## config.mk

```make
export PLATFORM = sky130hd
export DESIGN_NAME = single_wire_debug_frame_link
export DESIGN_NICKNAME = d
export VERILOG_FILES = /design/src/hdl/swdfl_pkg.sv /design/src/hdl/single_wire_debug_frame_link.sv
export VERILOG_INCLUDE_DIRS = /design/src /design/src/hdl
export SDC_FILE = /design/constraint.sdc
export NUM_CORES = 1
export LEC_CHECK = 0
export BUFFER_PORTS_ARGS = -buffer_cell sky130_fd_sc_hd__buf_2
export CAP_MARGIN = 40
export CORE_MARGIN = 1
export CORE_UTILIZATION = 35
export CTS_CLUSTER_DIAMETER = 50
export DETAILED_ROUTE_END_ITERATION = 10
export PLACE_DENSITY_LB_ADDON = 0.2
export SLEW_MARGIN = 25
export SYNTH_ARGS = -nofsm -noshare
export SYNTH_HDL_FRONTEND = slang
export SYNTH_SLANG_ARGS = --single-unit
```

## constraint.sdc

```tcl
create_clock -name aclk -period 3.1 [get_ports aclk]
set_input_delay 0.465 -clock aclk [delete_from_list [all_inputs] [get_ports aclk]]
set_output_delay 0.465 -clock aclk [all_outputs]
set_load 0.03 [all_outputs]
```

## src/hdl/single_wire_debug_frame_link_defines.svh

```systemverilog
// assertion macros shared by the single-wire debug frame link rtl
// no dependencies; included inside module bodies
`ifndef SINGLE_WIRE_DEBUG_FRAME_LINK_DEFINES_SVH
`define SINGLE_WIRE_DEBUG_FRAME_LINK_DEFINES_SVH
`ifndef SYNTHESIS
`define SWDFL_ASSERT_NOW(label, clk, rst_n, ante, cons) \
    label: assert property (@(posedge clk) disable iff (!rst_n) (ante) |-> (cons)) \
        else $error("swdfl assertion failed");
`define SWDFL_ASSERT_NEXT(label, clk, rst_n, ante, cons) \
    label: assert property (@(posedge clk) disable iff (!rst_n) (ante) |=> (cons)) \
        else $error("swdfl assertion failed");
`else
`define SWDFL_ASSERT_NOW(label, clk, rst_n, ante, cons)
`define SWDFL_ASSERT_NEXT(label, clk, rst_n, ante, cons)
`endif
`endif

```

## src/hdl/swdfl_pkg.sv

```systemverilog
// types and codes of the single-wire debug frame link
// no dependencies
package swdfl_pkg;

    localparam int DATA_BITS = 8;
    localparam int WIDTH_W   = 16;
    localparam int COUNT_W   = 4;

    typedef logic [WIDTH_W-1:0]   width_t;
    typedef logic [DATA_BITS-1:0] byte_t;
    typedef logic [COUNT_W-1:0]   count_t;
    typedef logic [1:0]           kind_t;
    typedef logic [1:0]           status_t;
    typedef logic [1:0]           reg_index_t;

    // opcodes of an input word
    localparam logic OP_SEND    = 1'b0;
    localparam logic OP_CAPTURE = 1'b1;

    // result kinds
    localparam kind_t KIND_PULSE  = 2'd0;
    localparam kind_t KIND_STATUS = 2'd1;
    localparam kind_t KIND_BYTE   = 2'd2;

    // status codes
    localparam status_t STAT_OK      = 2'd0;
    localparam status_t STAT_NACK    = 2'd1;
    localparam status_t STAT_HDR_ERR = 2'd2;

    // configuration register indexes
    localparam reg_index_t REG_ZERO_WIDTH = 2'd0;
    localparam reg_index_t REG_ONE_WIDTH  = 2'd1;
    localparam reg_index_t REG_THRESHOLD  = 2'd2;

endpackage

```

## src/hdl/single_wire_debug_frame_link.sv

```systemverilog
// single-wire debug frame link: frame encoder, width collector and byte decoder
// depends on swdfl_pkg and single_wire_debug_frame_link_defines.svh
//
//  channel | direction | words                  | handshake
//  --------+-----------+------------------------+--------------------
//  s_      | in        | send or captured width | s_valid / s_ready
//  m_      | out       | pulse, status or byte  | m_valid / m_ready
//  cfg_    | in        | register index, data   | cfg_valid / cfg_ready
//
// a send word gives min(bit_count, 8)+3 pulse words, one per cycle while m_ready does
// not stall: the header goes out in the cycle after acceptance, the value bits leave
// a shift register one a cycle, then parity and terminator
// a captured width gives zero or one word, or three words (byte, ack pulse,
// terminator) when it completes a byte with a good header
// a stalled m_ready holds the output register and the sequencer with it
// reset is synchronous active low; it clears control state and restores the
// reset value 1 of the three width registers, cfg_ready stays high
module single_wire_debug_frame_link (
    input  logic                    aclk,
    input  logic                    aresetn,
    // input words
    input  logic                    s_valid,
    output logic                    s_ready,
    input  logic                    s_opcode,
    input  swdfl_pkg::byte_t        s_frame_value,
    input  swdfl_pkg::count_t       s_bit_count,
    input  swdfl_pkg::width_t       s_captured_width,
    // result words
    output logic                    m_valid,
    input  logic                    m_ready,
    output swdfl_pkg::kind_t        m_result_kind,
    output swdfl_pkg::width_t       m_drive_width,
    output swdfl_pkg::status_t      m_status_code,
    output swdfl_pkg::byte_t        m_received_byte,
    output logic                    m_last_of_run,
    // configuration writes
    input  logic                    cfg_valid,
    output logic                    cfg_ready,
    input  swdfl_pkg::reg_index_t   cfg_index,
    input  swdfl_pkg::width_t       cfg_data
);
    import swdfl_pkg::*;
    `include "single_wire_debug_frame_link_defines.svh"

    typedef enum logic [1:0] {
        ST_IDLE,    // takes input words
        ST_SEND,    // value bits, then parity
        ST_ACK,     // ack pulse after a received byte
        ST_TERM     // zero-width terminator, ends the run
    } state_t;

    state_t  state_reg, state_next;

    // configuration
    width_t  zero_width_reg, zero_width_next;
    width_t  one_width_reg, one_width_next;
    width_t  threshold_reg, threshold_next;

    // send shifter, msb leaves first
    byte_t   send_shift_reg, send_shift_next;
    count_t  bits_left_reg, bits_left_next;
    logic    parity_reg, parity_next;

    // link state
    logic    collect_reg, collect_next;
    count_t  width_count_reg, width_count_next;
    count_t  ack_pos_reg, ack_pos_next;
    byte_t   rx_shift_reg, rx_shift_next;
    logic    header_bad_reg, header_bad_next;
    logic    skip_echo_reg, skip_echo_next;

    // output register
    logic    out_valid_reg, out_valid_next;
    kind_t   out_kind_reg, out_kind_next;
    width_t  out_drive_reg, out_drive_next;
    status_t out_status_reg, out_status_next;
    byte_t   out_byte_reg, out_byte_next;
    logic    out_last_reg, out_last_next;

    logic    out_free;
    logic    in_accept;
    count_t  send_count;
    count_t  align_shift;
    logic    is_one;
    logic    is_nack;

    assign out_free  = !out_valid_reg || m_ready;
    assign s_ready   = (state_reg == ST_IDLE) && out_free;
    assign in_accept = s_valid && s_ready;
    assign cfg_ready = 1'b1;

    // counts above the data width are sent as full bytes
    assign send_count  = (s_bit_count > COUNT_W'(DATA_BITS)) ? COUNT_W'(DATA_BITS)
                                                             : s_bit_count;
    // left-align the used bits so the first one sits at the msb
    assign align_shift = COUNT_W'(DATA_BITS) - send_count;

    // a width below the threshold reads as one, above it as nack
    assign is_one  = s_captured_width < threshold_reg;
    assign is_nack = s_captured_width > threshold_reg;

    always_comb begin
        state_next       = state_reg;
        zero_width_next  = zero_width_reg;
        one_width_next   = one_width_reg;
        threshold_next   = threshold_reg;
        send_shift_next  = send_shift_reg;
        bits_left_next   = bits_left_reg;
        parity_next      = parity_reg;
        collect_next     = collect_reg;
        width_count_next = width_count_reg;
        ack_pos_next     = ack_pos_reg;
        rx_shift_next    = rx_shift_reg;
        header_bad_next  = header_bad_reg;
        skip_echo_next   = skip_echo_reg;
        out_valid_next   = out_valid_reg && !m_ready;
        out_kind_next    = out_kind_reg;
        out_drive_next   = out_drive_reg;
        out_status_next  = out_status_reg;
        out_byte_next    = out_byte_reg;
        out_last_next    = out_last_reg;

        if (cfg_valid && cfg_ready) begin
            unique case (cfg_index)
                REG_ZERO_WIDTH: zero_width_next = cfg_data;
                REG_ONE_WIDTH:  one_width_next  = cfg_data;
                REG_THRESHOLD:  threshold_next  = cfg_data;
                default: ;  // unmapped index, write dropped
            endcase
        end

        unique case (state_reg)
            ST_IDLE: begin
                if (in_accept) begin
                    if (s_opcode == OP_SEND) begin
                        // header zero pulse goes out now
                        out_valid_next   = 1'b1;
                        out_kind_next    = KIND_PULSE;
                        out_drive_next   = zero_width_reg;
                        out_status_next  = STAT_OK;
                        out_byte_next    = '0;
                        out_last_next    = 1'b0;
                        send_shift_next  = s_frame_value << align_shift;
                        bits_left_next   = send_count;
                        parity_next      = 1'b0;
                        state_next       = ST_SEND;
                        // a send drops any partial collection
                        collect_next     = 1'b1;
                        width_count_next = '0;
                        ack_pos_next     = send_count + COUNT_W'(2);
                        rx_shift_next    = '0;
                        header_bad_next  = 1'b0;
                        skip_echo_next   = 1'b0;
                    end else if (collect_reg) begin
                        if (width_count_reg >= ack_pos_reg) begin
                            // target ack slot
                            out_valid_next   = 1'b1;
                            out_kind_next    = KIND_STATUS;
                            out_drive_next   = '0;
                            out_status_next  = is_nack ? STAT_NACK : STAT_OK;
                            out_byte_next    = '0;
                            out_last_next    = 1'b1;
                            collect_next     = 1'b0;
                            width_count_next = '0;
                        end else begin
                            // echo of one of our own pulses
                            width_count_next = width_count_reg + COUNT_W'(1);
                        end
                    end else if (skip_echo_reg) begin
                        skip_echo_next = 1'b0;
                    end else if (width_count_reg == '0) begin
                        header_bad_next  = !is_one;
                        rx_shift_next    = '0;
                        width_count_next = COUNT_W'(1);
                    end else if (width_count_reg <= COUNT_W'(DATA_BITS)) begin
                        rx_shift_next    = {rx_shift_reg[DATA_BITS-2:0], is_one};
                        width_count_next = width_count_reg + COUNT_W'(1);
                    end else begin
                        // parity width closes the byte, its value is ignored
                        width_count_next = '0;
                        out_valid_next   = 1'b1;
                        out_kind_next    = KIND_BYTE;
                        out_drive_next   = '0;
                        if (header_bad_reg) begin
                            out_status_next = STAT_HDR_ERR;
                            out_byte_next   = '0;
                            out_last_next   = 1'b1;
                        end else begin
                            out_status_next = STAT_OK;
                            out_byte_next   = rx_shift_reg;
                            out_last_next   = 1'b0;
                            skip_echo_next  = 1'b1;
                            state_next      = ST_ACK;
                        end
                    end
                end
            end
            ST_SEND: begin
                if (out_free) begin
                    out_valid_next  = 1'b1;
                    out_kind_next   = KIND_PULSE;
                    out_status_next = STAT_OK;
                    out_byte_next   = '0;
                    out_last_next   = 1'b0;
                    if (bits_left_reg != '0) begin
                        out_drive_next  = send_shift_reg[DATA_BITS-1] ? one_width_reg
                                                                      : zero_width_reg;
                        parity_next     = parity_reg ^ send_shift_reg[DATA_BITS-1];
                        send_shift_next = {send_shift_reg[DATA_BITS-2:0], 1'b0};
                        bits_left_next  = bits_left_reg - COUNT_W'(1);
                    end else begin
                        // even parity pulse
                        out_drive_next = parity_reg ? one_width_reg : zero_width_reg;
                        state_next     = ST_TERM;
                    end
                end
            end
            ST_ACK: begin
                if (out_free) begin
                    out_valid_next  = 1'b1;
                    out_kind_next   = KIND_PULSE;
                    out_drive_next  = one_width_reg;
                    out_status_next = STAT_OK;
                    out_byte_next   = '0;
                    out_last_next   = 1'b0;
                    state_next      = ST_TERM;
                end
            end
            ST_TERM: begin
                if (out_free) begin
                    out_valid_next  = 1'b1;
                    out_kind_next   = KIND_PULSE;
                    out_drive_next  = '0;
                    out_status_next = STAT_OK;
                    out_byte_next   = '0;
                    out_last_next   = 1'b1;
                    state_next      = ST_IDLE;
                end
            end
            default: state_next = ST_IDLE;
        endcase
    end

    always_ff @(posedge aclk) begin
        if (!aresetn) begin
            state_reg       <= ST_IDLE;
            zero_width_reg  <= WIDTH_W'(1);
            one_width_reg   <= WIDTH_W'(1);
            threshold_reg   <= WIDTH_W'(1);
            bits_left_reg   <= '0;
            parity_reg      <= 1'b0;
            collect_reg     <= 1'b0;
            width_count_reg <= '0;
            ack_pos_reg     <= '0;
            rx_shift_reg    <= '0;
            header_bad_reg  <= 1'b0;
            skip_echo_reg   <= 1'b0;
            out_valid_reg   <= 1'b0;
        end else begin
            state_reg       <= state_next;
            zero_width_reg  <= zero_width_next;
            one_width_reg   <= one_width_next;
            threshold_reg   <= threshold_next;
            bits_left_reg   <= bits_left_next;
            parity_reg      <= parity_next;
            collect_reg     <= collect_next;
            width_count_reg <= width_count_next;
            ack_pos_reg     <= ack_pos_next;
            rx_shift_reg    <= rx_shift_next;
            header_bad_reg  <= header_bad_next;
            skip_echo_reg   <= skip_echo_next;
            out_valid_reg   <= out_valid_next;
        end
        // payload, no reset needed
        send_shift_reg <= send_shift_next;
        out_kind_reg   <= out_kind_next;
        out_drive_reg  <= out_drive_next;
        out_status_reg <= out_status_next;
        out_byte_reg   <= out_byte_next;
        out_last_reg   <= out_last_next;
    end

    assign m_valid         = out_valid_reg;
    assign m_result_kind   = out_kind_reg;
    assign m_drive_width   = out_drive_reg;
    assign m_status_code   = out_status_reg;
    assign m_received_byte = out_byte_reg;
    assign m_last_of_run   = out_last_reg;

    // a run in progress always has a word waiting
    `SWDFL_ASSERT_NOW(a_busy_has_word, aclk, aresetn,
        state_reg != ST_IDLE, out_valid_reg)
    // a send shows its header zero pulse in the next cycle
    `SWDFL_ASSERT_NEXT(a_send_header, aclk, aresetn,
        in_accept && s_opcode == OP_SEND,
        out_valid_reg && out_kind_reg == KIND_PULSE && !out_last_reg
            && out_drive_reg == $past(zero_width_reg))
    // the only pulse word that ends a run is the zero-width terminator
    `SWDFL_ASSERT_NOW(a_last_pulse_is_term, aclk, aresetn,
        out_valid_reg && out_kind_reg == KIND_PULSE && out_last_reg,
        out_drive_reg == '0)
    // collection never counts past the ack slot
    `SWDFL_ASSERT_NOW(a_collect_bound, aclk, aresetn,
        collect_reg, width_count_reg <= ack_pos_reg)
    // receive count stays within header, data and parity slots
    `SWDFL_ASSERT_NOW(a_receive_bound, aclk, aresetn,
        !collect_reg, width_count_reg <= COUNT_W'(DATA_BITS + 1))

endmodule

```

==> impl_metrics.ini <==
[grt]
grt_pass1_vias = 4457
grt_pass1_wl_mm = 21.3
grt_max_degree = 46
grt.total_usage = 0.166
grt_overflow = 0
antenna_found_initial = 0

[power]
power_mw = 5.45
ir_drop_mv = 0.522
p_leak_nw = 2.50
power.density_nw_per_um2 = 843

[layout]
layout.nets = 763
final_area_sq_um = 6470
syn2layout_area_growth_pct = 15.7
layout-drive-gt1-share = 0.182
multi_input_area_sq_um = 2670
antenna_cells = 0
utilization = 0.421
fillers = 1544
final_cell_mix = nand2_1 (127), buf_2 (82), dfxtp_1 (75)
final_common_cell = nand2_1
regArea_sq_um = 2610

[clocking]
clkSlewWorstSetupHoldPaths_ns = 0.08
cts_resized = 0
holdBufCountCts = 0
clk_latency_ns = 0.36
htreeDepth = 3
clock-sinks = 112
cts-root-buf = clkbuf_16
clock_path_buffers = 2
cts_tree = yes
post-cts-setup-buffers = 0
cts_buffers = 9

[outcome]
status = finished, final reports clean

[sta]
grt_setup_unrepaired = no
layout_min_cycle_time_ns = 2.33
slew_viol_final = 0
setup_violations = 0
final_hold_viol_count = 0
clock_skew_ns = 0.0123
tns_ns = 0
fin_hold_ws_ns = 0.356
max_freq_mhz = 429
tightestPinTransition_ns = 0.827
maxSlewHeadroom = 0.444
fin_crit_sh = 0.751

[logic_synthesis]
netlist_area_sq_um = 5590
synth_cell_type_count = 65
synth_fp_nets = 695
yosys_warnings = 0
ys_seq_elements = 112
yosys.area.top_type = dfxtp_1
synthTopCellsByArea = dfxtp_1 (27%), edfxtp_1 (20%), nand2_1 (8.5%)
postSynthCellCount = 612
ys_seq_area_frac = 0.467
async_flop_share = 0
synth-main-ff-cell = dfxtp_1
postSynthAreaPerCell_sq_um = 9.13
synth-edff-count = 37
synth_top_area_share = 0.269

[worst_setup_path]
required_ns = 3.17
critPathTopFamily = compound AO/OA/AOI/OAI gates
criticalPathCategory = flop to flop
path_max_fanout = 10
critPathMaxStageDelay_ns = 0.66
worstPathArrival_ns = 2.40
critPathBufInv = 2
timing.rr.start = state_reg[1]
crit_chain = inv_1 > ha_1 > nand4_2 > a21oi_1 > buf_4
endpoint_kind = flop
worstSetupEndpoint = send_shift_reg[7]
cp.depth = 5
startpoint_type = flop
rr_endpoint = send_shift_reg[7]
reg2reg_depth = 5
reg2reg_setup_slack_ns = 0.77
crit_path_top_delay_cell = a21oi_1
cp-startpoint = state_reg[1]

[routing]
ant_nets = 0
vias = 4506
routedWlPerCell_microns = 14.6
drc = 0
drt_iter0_drc = 278
wl_mm = 13.1
avgViaCountPerCell = 5.03
drt_pass1_iterations = 5

[die]
initial_utilization = 0.364
ios = 84
fp.dieArea_sq_um = 16500
die_height_microns = 128
dieWidth_microns = 128
core_sq_um = 15400
rows = 45

[placed_design]
dp_hpwl_mm = 9.50
io_buffers = 82
globalplace.congestion = 0.768
placed_area_sq_um = 6170

[hold_path]
hold_class = input port to flop

[flow_run]
maxCapViolCount = 0
## cell type report
class / count / area share
timing repair buffer: 92 / 0.0751
tap: 211 / 0.0408
multi-input combinational: 428 / 0.412
sequential: 112 / 0.404
inverter: 37 / 0.0215
clock buffer: 11 / 0.0393
clock inverter: 5 / 0.00696
## routing by layer
| metal | wire, microns | track usage | part of all wire |
|---|---|---|---|
| met1 | 6070 | 0.206 | 0.46 |
| met2 | 6260 | 0.283 | 0.48 |
| met3 | 520 | 0.0370 | 0.040 |
| met4 | 257 | 0.0630 | 0.020 |
| met5 | 0 | 0 | 0 |
## worst min path at each step
| stage | start | end | slack [ns] | cells past startpoint |
|---|---|---|---|---|
| 2_1_floorplan | one_width_reg[14] | one_width_reg[14] | 0.44 | 2 |
| 3_3_place_gp | zero_width_reg[11] | zero_width_reg[11] | 0.44 | 2 |
| 3_5_place_dp | zero_width_reg[2] | zero_width_reg[2] | 0.45 | 2 |
| 4_1_cts | cfg_data[0] | zero_width_reg[0] | 0.35 | 3 |
| 5_1_grt | cfg_data[8] | one_width_reg[8] | 0.36 | 3 |
| 6_report | cfg_data[0] | zero_width_reg[0] | 0.36 | 3 |
## per-stage QoR
stage	worst slack (ns)	cells
finish	0.770	896
global route	0.501	896
CTS	0.773	896
detailed placement	0.696	880
global placement	0.665	879
floorplan	0.749	612
## synth_stat cells (7+ instances only)
| library cell | instances |
|---|---|
| nand3_1 | 10 |
| edfxtp_1 | 37 |
| mux2i_1 | 7 |
| and2_1 | 9 |
| dfxtp_1 | 75 |
| a22o_1 | 17 |
| nor2_1 | 29 |
| a22oi_1 | 9 |
| a21oi_1 | 64 |
| inv_1 | 33 |
| clkbuf_1 | 21 |
| nand2_1 | 127 |
| nand2b_1 | 9 |
| o21ai_0 | 9 |
| a31oi_1 | 7 |
| o21ai_1 | 9 |
| ha_1 | 31 |
## worst register-to-register path, stage by stage, from the launching register on
cell and delay, ns:
dfxtp_1 0.35, inv_1 0.11, ha_1 0.34, nand4_2 0.27
a21oi_1 0.66, buf_4 0.30
## where the power goes
| part | switching (mW) | total [mW] | leakage (nW) | internal [mW] |
|---|---|---|---|---|
| Combinational | 1.47 | 2.14 | 1.38 | 0.675 |
| Sequential | 0.153 | 2.15 | 0.976 | 1.99 |
| Clock | 0.554 | 1.16 | 0.144 | 0.608 |
| Total | 2.18 | 5.45 | 2.50 | 3.28 |
## cell families (layout without fill, tap and decap cells)
kind of cell    after synthesis  after routing  synth area share
fa+ha+maj                    32             32            0.0712
flops                       112            112             0.467
other cells                   1              1          0.000671
mux                          14             14            0.0331
simple gates                228            228             0.193
buf+inv                      72            145            0.0555
xor+xnor                      4              4           0.00761
compound gates              149            149             0.172
No activity file was read; power rests on OpenSTA's default activity.
